--- src/hw/rtl/wps_pkg.sv ---
// ----------------------------------------------------------------------------
// wps_pkg: shared types and constants of the RIFF/WAVE PCM16 stream parser
// Holds the result record, the push bundle from the parser to the output
// queue, the status codes and the four-character tags.
// ----------------------------------------------------------------------------
package wps_pkg;

  // Result kinds
  localparam logic KindSample = 1'b0;
  localparam logic KindStatus = 1'b1;

  // Final status codes
  localparam logic [3:0] StatusOk           = 4'd0;
  localparam logic [3:0] StatusChannels     = 4'd1;
  localparam logic [3:0] StatusShort        = 4'd2;
  localparam logic [3:0] StatusBits         = 4'd3;
  localparam logic [3:0] StatusRiff         = 4'd4;
  localparam logic [3:0] StatusWave         = 4'd5;
  localparam logic [3:0] StatusFmtTruncated = 4'd6;
  localparam logic [3:0] StatusNotFmt       = 4'd7;
  localparam logic [3:0] StatusNotPcm       = 4'd8;
  localparam logic [3:0] StatusDataMissing  = 4'd9;

  // Chunk tags, first byte of the file in the top byte
  localparam logic [31:0] TagRiff = 32'h5249_4646;
  localparam logic [31:0] TagWave = 32'h5741_5645;
  localparam logic [31:0] TagFmt  = 32'h666D_7420;
  localparam logic [31:0] TagData = 32'h6461_7461;

  // Header layout
  localparam int unsigned HeaderLastPos = 19;
  localparam int unsigned ChunkHdrLastPos = 7;

  // Accepted fmt values
  localparam logic [15:0] FormatPcm    = 16'd1;
  localparam logic [15:0] ChannelsMono = 16'd1;
  localparam logic [15:0] ChannelsStereo = 16'd2;
  localparam logic [15:0] BitsPcm16    = 16'd16;

  typedef struct packed {
    logic        kind;
    logic [15:0] sample_value;
    logic [3:0]  status;
    logic [1:0]  channel_count;
    logic [31:0] rate_value;
  } wps_result_t;

  // Up to two results per byte, in order; res1 only with res0
  typedef struct packed {
    logic        res0_vld;
    wps_result_t res0;
    logic        res1_vld;
    wps_result_t res1;
  } wps_push_t;

endpackage

--- src/hw/rtl/wps_parser.sv ---
// ----------------------------------------------------------------------------
// wps_parser: byte-wise RIFF/WAVE header and chunk parser
// Updates the parse state on each transferred byte and produces the sample
// and status results that byte causes, in order, for the output queue.
// ----------------------------------------------------------------------------
module wps_parser (
  input  logic              clk_i,
  input  logic              rst_ni,
  input  logic              accept_i,
  input  logic [7:0]        file_byte_i,
  input  logic              end_of_file_i,
  output wps_pkg::wps_push_t push_o
);
  import wps_pkg::*;

  typedef enum logic [2:0] {
    PhHeader,
    PhFmt,
    PhChunkHdr,
    PhSkip,
    PhData
  } phase_e;

  phase_e      phase_q, phase_d;
  logic [31:0] pos_q, pos_d;
  logic [31:0] tag_q, tag_d;
  logic [31:0] len_q, len_d;
  logic [1:0]  magic_q, magic_d;
  logic [15:0] fmt_q, fmt_d;
  logic [15:0] chan_q, chan_d;
  logic [31:0] rate_q, rate_d;
  logic [15:0] bits_q, bits_d;
  logic [7:0]  low_q, low_d;
  logic        fin_q, fin_d;

  logic        samp_vld;
  logic [15:0] samp_word;
  logic        stat_vld;
  logic [3:0]  stat_code;
  logic [3:0]  judge_code;
  logic [31:0] pos_inc;
  logic [31:0] byte_ext;
  logic        stat_acc;
  wps_result_t samp_res;
  wps_result_t stat_res;

  // Verdict on the first chunk, checked in file order
  function automatic logic [3:0] judge_first(input logic [31:0] tag,
                                             input logic [15:0] fmt,
                                             input logic [15:0] chan,
                                             input logic [15:0] bits);
    logic [3:0] code;
    code = StatusOk;
    if (tag != TagFmt) begin
      code = StatusNotFmt;
    end else if (fmt != FormatPcm) begin
      code = StatusNotPcm;
    end else if (chan != ChannelsMono && chan != ChannelsStereo) begin
      code = StatusChannels;
    end else if (bits != BitsPcm16) begin
      code = StatusBits;
    end
    return code;
  endfunction

  assign pos_inc  = pos_q + 32'd1;
  assign byte_ext = {24'd0, file_byte_i};

  // Advance the parse state for one byte
  always_comb begin
    phase_d    = phase_q;
    pos_d      = pos_q;
    tag_d      = tag_q;
    len_d      = len_q;
    magic_d    = magic_q;
    fmt_d      = fmt_q;
    chan_d     = chan_q;
    rate_d     = rate_q;
    bits_d     = bits_q;
    low_d      = low_q;
    fin_d      = fin_q;
    samp_vld   = 1'b0;
    samp_word  = {file_byte_i, low_q};
    stat_vld   = 1'b0;
    stat_code  = StatusOk;
    judge_code = StatusOk;

    if (accept_i && !fin_q) begin
      case (phase_q)
        PhHeader: begin
          // Check magic, collect first chunk tag and length
          if (pos_q < 32'd4) begin
            if (file_byte_i != TagRiff[{~pos_q[1:0], 3'b000} +: 8]) begin
              magic_d[0] = 1'b1;
            end
          end else if (pos_q >= 32'd8 && pos_q < 32'd12) begin
            if (file_byte_i != TagWave[{~pos_q[1:0], 3'b000} +: 8]) begin
              magic_d[1] = 1'b1;
            end
          end else if (pos_q >= 32'd12 && pos_q < 32'd16) begin
            tag_d = {tag_q[23:0], file_byte_i};
          end else if (pos_q >= 32'd16 && pos_q < 32'd20) begin
            len_d = len_q | (byte_ext << {pos_q[1:0], 3'b000});
          end
          if (pos_q >= 32'(HeaderLastPos)) begin
            if (magic_d[0]) begin
              stat_vld  = 1'b1;
              stat_code = StatusRiff;
              fin_d     = 1'b1;
            end else if (magic_d[1]) begin
              stat_vld  = 1'b1;
              stat_code = StatusWave;
              fin_d     = 1'b1;
            end else if (len_d == 32'd0) begin
              // Empty first chunk: judge it right away
              judge_code = judge_first(tag_d, fmt_d, chan_d, bits_d);
              if (judge_code != StatusOk) begin
                stat_vld  = 1'b1;
                stat_code = judge_code;
                fin_d     = 1'b1;
              end else begin
                phase_d = PhChunkHdr;
                pos_d   = 32'd0;
                tag_d   = 32'd0;
                len_d   = 32'd0;
              end
            end else begin
              phase_d = PhFmt;
              pos_d   = 32'd0;
            end
          end else begin
            pos_d = pos_inc;
          end
        end

        PhFmt: begin
          // Capture fmt fields; bytes past the chunk never arrive here
          if (pos_q < 32'd2) begin
            fmt_d = fmt_q | (16'(file_byte_i) << {pos_q[0], 3'b000});
          end else if (pos_q < 32'd4) begin
            chan_d = chan_q | (16'(file_byte_i) << {pos_q[0], 3'b000});
          end else if (pos_q < 32'd8) begin
            rate_d = rate_q | (byte_ext << {pos_q[1:0], 3'b000});
          end else if (pos_q == 32'd14 || pos_q == 32'd15) begin
            bits_d = bits_q | (16'(file_byte_i) << {pos_q[0], 3'b000});
          end
          pos_d = pos_inc;
          if (pos_inc >= len_q) begin
            judge_code = judge_first(tag_d, fmt_d, chan_d, bits_d);
            if (judge_code != StatusOk) begin
              stat_vld  = 1'b1;
              stat_code = judge_code;
              fin_d     = 1'b1;
            end else begin
              phase_d = PhChunkHdr;
              pos_d   = 32'd0;
              tag_d   = 32'd0;
              len_d   = 32'd0;
            end
          end
        end

        PhChunkHdr: begin
          // Collect tag and length, then pick data, skip or next header
          if (pos_q < 32'd4) begin
            tag_d = {tag_q[23:0], file_byte_i};
          end else if (pos_q < 32'd8) begin
            len_d = len_q | (byte_ext << {pos_q[1:0], 3'b000});
          end
          if (pos_q >= 32'(ChunkHdrLastPos)) begin
            pos_d = 32'd0;
            if (tag_d == TagData) begin
              if (len_d == 32'd0) begin
                stat_vld  = 1'b1;
                stat_code = StatusOk;
                fin_d     = 1'b1;
              end else begin
                phase_d = PhData;
              end
            end else if (len_d == 32'd0) begin
              tag_d = 32'd0;
              len_d = 32'd0;
            end else begin
              phase_d = PhSkip;
            end
          end else begin
            pos_d = pos_inc;
          end
        end

        PhSkip: begin
          // Drop the body of an unknown chunk
          pos_d = pos_inc;
          if (pos_inc >= len_q) begin
            phase_d = PhChunkHdr;
            pos_d   = 32'd0;
            tag_d   = 32'd0;
            len_d   = 32'd0;
          end
        end

        PhData: begin
          // Pair bytes into little-endian words
          if (pos_q[0]) begin
            samp_vld = 1'b1;
          end else begin
            low_d = file_byte_i;
          end
          pos_d = pos_inc;
          if (pos_inc >= len_q) begin
            stat_vld  = 1'b1;
            stat_code = StatusOk;
            fin_d     = 1'b1;
          end
        end

        default: begin
          phase_d = PhHeader;
          pos_d   = 32'd0;
        end
      endcase

      // End of file before a verdict
      if (!fin_d && end_of_file_i) begin
        stat_vld = 1'b1;
        fin_d    = 1'b1;
        if (phase_d == PhHeader) begin
          stat_code = StatusShort;
        end else if (phase_d == PhFmt) begin
          stat_code = StatusFmtTruncated;
        end else begin
          stat_code = StatusDataMissing;
        end
      end
    end
  end

  // Format fields are reported only once the fmt chunk has passed
  assign stat_acc = (stat_code == StatusOk) || (stat_code == StatusDataMissing);

  always_comb begin
    samp_res.kind          = KindSample;
    samp_res.sample_value  = samp_word;
    samp_res.status        = StatusOk;
    samp_res.channel_count = chan_d[1:0];
    samp_res.rate_value    = rate_d;

    stat_res.kind          = KindStatus;
    stat_res.sample_value  = 16'd0;
    stat_res.status        = stat_code;
    stat_res.channel_count = stat_acc ? chan_d[1:0] : 2'd0;
    stat_res.rate_value    = stat_acc ? rate_d : 32'd0;
  end

  // Order the results: sample first, then status
  always_comb begin
    push_o.res0_vld = samp_vld || stat_vld;
    push_o.res0     = samp_vld ? samp_res : stat_res;
    push_o.res1_vld = samp_vld && stat_vld;
    push_o.res1     = stat_res;
  end

  // Hold parse state
  always_ff @(posedge clk_i or negedge rst_ni) begin
    if (!rst_ni) begin
      phase_q <= PhHeader;
      pos_q   <= '0;
      tag_q   <= '0;
      len_q   <= '0;
      magic_q <= '0;
      fmt_q   <= '0;
      chan_q  <= '0;
      rate_q  <= '0;
      bits_q  <= '0;
      low_q   <= '0;
      fin_q   <= 1'b0;
    end else begin
      phase_q <= phase_d;
      pos_q   <= pos_d;
      tag_q   <= tag_d;
      len_q   <= len_d;
      magic_q <= magic_d;
      fmt_q   <= fmt_d;
      chan_q  <= chan_d;
      rate_q  <= rate_d;
      bits_q  <= bits_d;
      low_q   <= low_d;
      fin_q   <= fin_d;
    end
  end

  // Nothing follows the final status
  assert property (@(posedge clk_i) disable iff (!rst_ni)
    fin_q |-> !push_o.res0_vld)
    else $error("result produced after final status");

  // A status always closes the file
  assert property (@(posedge clk_i) disable iff (!rst_ni)
    (push_o.res0_vld && push_o.res0.kind == KindStatus) || push_o.res1_vld |=> fin_q)
    else $error("status did not end the file");

endmodule

--- src/hw/rtl/wps_out_fifo.sv ---
// ----------------------------------------------------------------------------
// wps_out_fifo: result queue between the parser and the output channel
// Takes up to two results per cycle and hands out one per transfer. Reports
// full when fewer than two entries are free.
// ----------------------------------------------------------------------------
module wps_out_fifo #(
  parameter int unsigned Depth = 4
) (
  input  logic               clk_i,
  input  logic               rst_ni,
  input  wps_pkg::wps_push_t push_i,
  output logic               full_o,
  output logic               out_valid_o,
  input  logic               out_stall_i,
  output wps_pkg::wps_result_t out_o
);
  import wps_pkg::*;

  localparam int unsigned PtrW = $clog2(Depth);
  localparam int unsigned CntW = PtrW + 1;

  wps_result_t         mem_q [Depth];
  logic [PtrW-1:0]     wr_ptr_q, wr_ptr_d;
  logic [PtrW-1:0]     rd_ptr_q, rd_ptr_d;
  logic [CntW-1:0]     count_q, count_d;
  logic [CntW-1:0]     push_n;
  logic                pop;
  logic [PtrW-1:0]     wr_ptr_nx;

  assign push_n    = CntW'(push_i.res0_vld) + CntW'(push_i.res1_vld);
  assign pop       = out_valid_o && !out_stall_i;
  assign wr_ptr_nx = wr_ptr_q + PtrW'(1);

  assign out_valid_o = (count_q != '0);
  assign out_o       = mem_q[rd_ptr_q];
  assign full_o      = (count_q > CntW'(Depth - 2));

  // Advance pointers and fill count
  always_comb begin
    wr_ptr_d = wr_ptr_q + push_n[PtrW-1:0];
    rd_ptr_d = rd_ptr_q + PtrW'(pop);
    count_d  = count_q + push_n - CntW'(pop);
  end

  always_ff @(posedge clk_i or negedge rst_ni) begin
    if (!rst_ni) begin
      wr_ptr_q <= '0;
      rd_ptr_q <= '0;
      count_q  <= '0;
    end else begin
      wr_ptr_q <= wr_ptr_d;
      rd_ptr_q <= rd_ptr_d;
      count_q  <= count_d;
    end
  end

  // Write results in order
  always_ff @(posedge clk_i) begin
    if (push_i.res0_vld) begin
      mem_q[wr_ptr_q] <= push_i.res0;
    end
    if (push_i.res1_vld) begin
      mem_q[wr_ptr_nx] <= push_i.res1;
    end
  end

  // Never overfill
  assert property (@(posedge clk_i) disable iff (!rst_ni)
    count_q <= CntW'(Depth))
    else $error("output queue overflow");

  // Pushes only arrive while two entries are free
  assert property (@(posedge clk_i) disable iff (!rst_ni)
    full_o |-> !push_i.res0_vld)
    else $error("push into full output queue");

endmodule

--- src/hw/rtl/wav_pcm16_stream_parser_top.sv ---
// ----------------------------------------------------------------------------
// wav_pcm16_stream_parser_top: RIFF/WAVE PCM16 stream parser
// Takes one byte of a wave file per transfer and returns audio sample words
// followed by one final status.
// ----------------------------------------------------------------------------
// The block takes one file byte per clock cycle while in_stall_o is low, with
// end_of_file_i marking the last byte. Each byte is parsed in the cycle of its
// transfer and its results (at most two: a sample and the final status) enter
// an output queue of FifoDepth entries (a power of two, at least 4), from
// which they leave one per transfer starting the next cycle. in_stall_o rises
// only while fewer than two queue entries are free, so with the output side
// taking a result every cycle the input runs at one byte per cycle without a
// break. After the final status further transferred bytes are ignored until
// reset. Samples of a truncated data chunk are delivered before a data-missing
// status, so check the status before trusting them.
// ----------------------------------------------------------------------------
module wav_pcm16_stream_parser_top #(
  parameter int unsigned FifoDepth = 4
) (
  input  logic        clk_i,
  input  logic        rst_ni,
  input  logic        in_valid_i,
  output logic        in_stall_o,
  input  logic [7:0]  file_byte_i,
  input  logic        end_of_file_i,
  output logic        out_valid_o,
  input  logic        out_stall_i,
  output logic        kind_o,
  output logic [15:0] sample_value_o,
  output logic [3:0]  status_o,
  output logic [1:0]  channel_count_o,
  output logic [31:0] rate_value_o
);
  import wps_pkg::*;

  wps_push_t   push;
  wps_result_t out_res;
  logic        fifo_full;
  logic        in_xfer;

  // Take a byte when the queue has room for two results
  assign in_stall_o = fifo_full;
  assign in_xfer    = in_valid_i && !in_stall_o;

  wps_parser u_parser (
    .clk_i         (clk_i),
    .rst_ni        (rst_ni),
    .accept_i      (in_xfer),
    .file_byte_i   (file_byte_i),
    .end_of_file_i (end_of_file_i),
    .push_o        (push)
  );

  wps_out_fifo #(
    .Depth (FifoDepth)
  ) u_out_fifo (
    .clk_i       (clk_i),
    .rst_ni      (rst_ni),
    .push_i      (push),
    .full_o      (fifo_full),
    .out_valid_o (out_valid_o),
    .out_stall_i (out_stall_i),
    .out_o       (out_res)
  );

  assign kind_o          = out_res.kind;
  assign sample_value_o  = out_res.sample_value;
  assign status_o        = out_res.status;
  assign channel_count_o = out_res.channel_count;
  assign rate_value_o    = out_res.rate_value;

endmodule
--- config.mk ---
export PLATFORM = sky130hd
export DESIGN_NAME = wav_pcm16_stream_parser_top
export DESIGN_NICKNAME = d
export VERILOG_FILES = /design/src/hw/rtl/wps_pkg.sv /design/src/hw/rtl/wps_parser.sv /design/src/hw/rtl/wps_out_fifo.sv /design/src/hw/rtl/wav_pcm16_stream_parser_top.sv
export SDC_FILE = /design/constraint.sdc
export NUM_CORES = 1
export LEC_CHECK = 0
export ABC_CLOCK_PERIOD_IN_PS = 18700
export BUFFER_PORTS_ARGS = -buffer_cell sky130_fd_sc_hd__buf_2
export CAP_MARGIN = 20
export CORE_ASPECT_RATIO = 0.8
export CORE_MARGIN = 5
export CORE_UTILIZATION = 30
export DETAILED_ROUTE_END_ITERATION = 16
export PLACE_DENSITY_LB_ADDON = 0.1
export SYNTH_ARGS = -nofsm -noshare
export SYNTH_HDL_FRONTEND = slang
export SYNTH_HIERARCHICAL = 1
export SYNTH_SLANG_ARGS = --single-unit
--- constraint.sdc ---
create_clock -name clk_i -period 18.7 [get_ports clk_i]
set_input_delay 0.935 -clock clk_i [delete_from_list [all_inputs] [get_ports clk_i]]
set_output_delay 0.935 -clock clk_i [all_outputs]
set_load 0.1 [all_outputs]
==> results by group <==
Clocking
  • Hold bufs inserted after CTS: 0
  • Post-CTS setup buffer count: 0
  • CTS Buffer Depth: 3
  • H-tree levels: 2
  • CTS clk-pin slew, worst paths: 60 ps
  • CTS tree: yes
  • Clk root buf: clkbuf_16
  • Post-CTS sizing: 0
  • Clock latency on the worst-skew pair: about 620 ps
  • Num CTS Buffers: 49
  • # clock sinks: 417

GRT
  • GRT Residual Overflow: 0
  • First-pass GRT wire length: 99.7 mm
  • Global Route Usage Sum: 16.4%
  • Pin count of the biggest net entering global routing: 83
  • Vias in the first global route: 14800
  • Initial antenna violation count: 5

Logic synthesis
  • Avg Cell Area, Syn: 12.8 sq um
  • Yosys synthesis warning count: 6
  • Synthesized area: about 22000 sq um
  • Distinct cells, synth: 85
  • Post-synth EDFFs: 220
  • Area contributors post-synth: edfxtp_1 30%, dfrtp_1 22%, mux2_2 9.4%, mux4_2 5.6%, mux2_4 2.6%
  • FFs w/ async S/R, synth: 47.2%
  • Post-synthesis sequential area ratio: 51.6%
  • Most frequent cell after synthesis: edfxtp_1
  • Area leader, netlist: edfxtp_1
  • Post-synth top area share: 29.6%
  • Main synth FF type: edfxtp_1
  • Cells after synthesis: 1742
  • Synth Register Bits: 417
  • Synth top cells by count: 220 x edfxtp_1, 197 x dfrtp_1, 186 x mux2_2, 92 x nand2_1

Drt
  • Post-route ant nets: 0
  • Total wire length: 66.1 mm
  • Routed wire per std cell: roughly 23 um
  • Vias after detailed routing: 14600
  • Drt via density: approximately 5.2
  • Initial drt markers: 1036
  • Drt pass-1 iters: 5
  • DRC violations left: 0

Setup path
  • Crit path max-delay family: simple AND/OR/NAND/NOR gates
  • Crit path capture type: register
  • Buf+Inv Stages, Crit Path: 1
  • Critical path class: register to register
  • Slowest CP cell: nor3b_4
  • Critical Path Most Common Cell: nor2_1
  • Max FO, Critical Path: 38
  • CP Launch Type: register
  • Arrival time at the worst endpoint: 9270 ps
  • Slowest cell delay on critical path: between 1000 and 1500 ps
  • R2r setup slk: 9800 ps
  • CP cell instances: ha_1, nand2_1, or3_1, or2_2, or3_1, nor2_1, and3_1, nand3_1, xnor2_1, ha_1, nand4_1, or4_1, a31oi_1, a21oi_1, a2111o_1, nand3_1, nor2_1, nor2_1, nor3b_4, buf_4, mux2_2
  • Worst path required time: 19070 ps

STA
  • Crit share post-route: 47.6%
  • Fmax: around 110 MHz
  • Final slew viol count: 0
  • Final WS setup: 9800 ps
  • Unrepaired setup endpoints after global routing: false
  • Tightest Pin Transition: 1180 ps
  • Minimum clock period: around 8900 ps
  • Final setup TNS: 0 ps
  • Setup Viol. Count Final: 0
  • Fin. Hold Viols: 0
  • Rel. slew slack: between 20% and 30%
  • Clk_skew: 36.7 ps

Floorplanning
  • Initial core utilization: between 30% and 40%
  • Ports: 70
  • Chip Height: 254 um
  • Die Area: 80100 sq um
  • Die X: 315 um
  • Site Rows: approximately 90
  • Core region area: roughly 74000 sq um

Layout
  • Nets: ~1800
  • Fillcell total: 7212
  • Fraction of layout cells with a size suffix above 1: 27.3%
  • Area Growth Syn to Fin: 12.6%

Pwr
  • Maximum VDD drop: 0.147 mV
  • Total chip power: 0.00327 W
  • Power per standard cell area: 130 nW/um^2
  • Leak: a little over 10 nW

Placement
  • Hpwl dp: 42.7 mm
  • I/O Buffers: 69
  • Pre-CTS setup slack: 9820 ps
  • GP Congestion: slightly above 0.8

Outcome
  • Status: complete, no violations

Worst hold path
  • Hold Path Class: input pin to async pin

Flow run
  • Max_cap viols: 0
## power breakdown
group / switching, W / internal, W / leakage (nW)
sequential: 0.0000614 / 0.000992 / 4.74
combinational: 0.000968 / 0.000280 / 4.80
clock: 0.000406 / 0.000567 / 0.799
total: 0.00144 / 0.00184 / 10.3
## layout make-up
class / count / area (sq um) / share of cell area (%)
clock inverters: 25 / 267 / 1.06
multi-input cells: 1151 / 9980 / 39.6
flip-flops and latches: 417 / 11500 / 45.9
clock buffers: 67 / 1360 / 5.42
inverters: 54 / 203 / 0.805
well taps: 1001 / 1250 / 4.98
repair buffers: 96 / 557 / 2.21
diodes: 3 / 7.51 / 0.0298
## per-layer routing
layer / vias up / wire, um / track usage [%]
li1: 6690 / - / -
met1: 7486 / 32100 / 24.0
met2: 309 / 29700 / 25.3
met3: 79 / 2860 / 2.88
met4: 2 / 1400 / 4.08
met5: - / 8 / 0
## state kept, by name, indices dropped and copies added, names as in the netlist, 8 cells and up
signal / cells
u_out_fifo/mem_q: 220
u_parser/bits_q: 16
u_parser/chan_q: 16
u_parser/fmt_q: 16
u_parser/len_q: 32
u_parser/low_q: 8
u_parser/pos_q: 32
u_parser/rate_q: 32
u_parser/tag_q: 32
## logic make-up (layout without fill, tap and decap cells)
kind of cell	after synthesis	in the layout	share of synthesized area [%]
xor+xnor	42	42	1.65
other cells	2	20	0.0336
buf+inv	189	242	4.36
compound gates	361	361	12.2
fa+ha+maj	44	44	2.50
mux	289	289	18.0
simple gates	398	398	9.66
flops	417	417	51.6
## path summary, 6_finish.rpt
path | depth (start not counted) | to | from
worst min register to register | 1 | u_parser/fmt_q[11]$_DFFE_PN0P_ | u_parser/fmt_q[11]$_DFFE_PN0P_
worst min-delay path | 1 | u_parser/chan_q[6]$_DFFE_PN0P_ | rst_ni
min in group clk_i | 1 | u_parser/fmt_q[11]$_DFFE_PN0P_ | u_parser/fmt_q[11]$_DFFE_PN0P_
worst max-delay path | 21 | u_out_fifo/mem_q[1][9]$_DFFE_PP_ | u_parser/pos_q[0]$_DFFE_PN0P_
worst max register to register | 21 | u_out_fifo/mem_q[1][9]$_DFFE_PP_ | u_parser/pos_q[0]$_DFFE_PN0P_
max in group asynchronous | 2 | u_parser/low_q[7]$_DFFE_PN0P_ | rst_ni
## stage by stage
stage / util (%) / instances / instance area (sq um) / hold slack (ps)
after floorplan: - / 1757 / 22400 / 428
after global placement: 31.9 / 2719 / 23500 / 439
after detailed placement: 31.9 / 2719 / 23500 / 445
after CTS: 34.1 / 2811 / 25200 / 390
after global routing: 34.1 / 2813 / 25200 / 443
final: 34.1 / 2814 / 25200 / 383
## cells in the final DEF (no fill, tap or decap), types with 29 or more instances in the layout
cell type / count
a21boi_0: 68
a21o_1: 42
a22o_1: 66
and3_1: 29
buf_2: 68
clkbuf_16: 49
dfrtp_1: 195
edfxtp_1: 220
ha_1: 43
inv_1: 52
mux2_2: 186
mux2_4: 39
mux4_2: 56
nand2_1: 92
nand3_1: 29
nor2_1: 63
nor3_1: 32
nor4_1: 35
o21ai_0: 46
o21bai_1: 40
(Power assumes the default switching activity.)
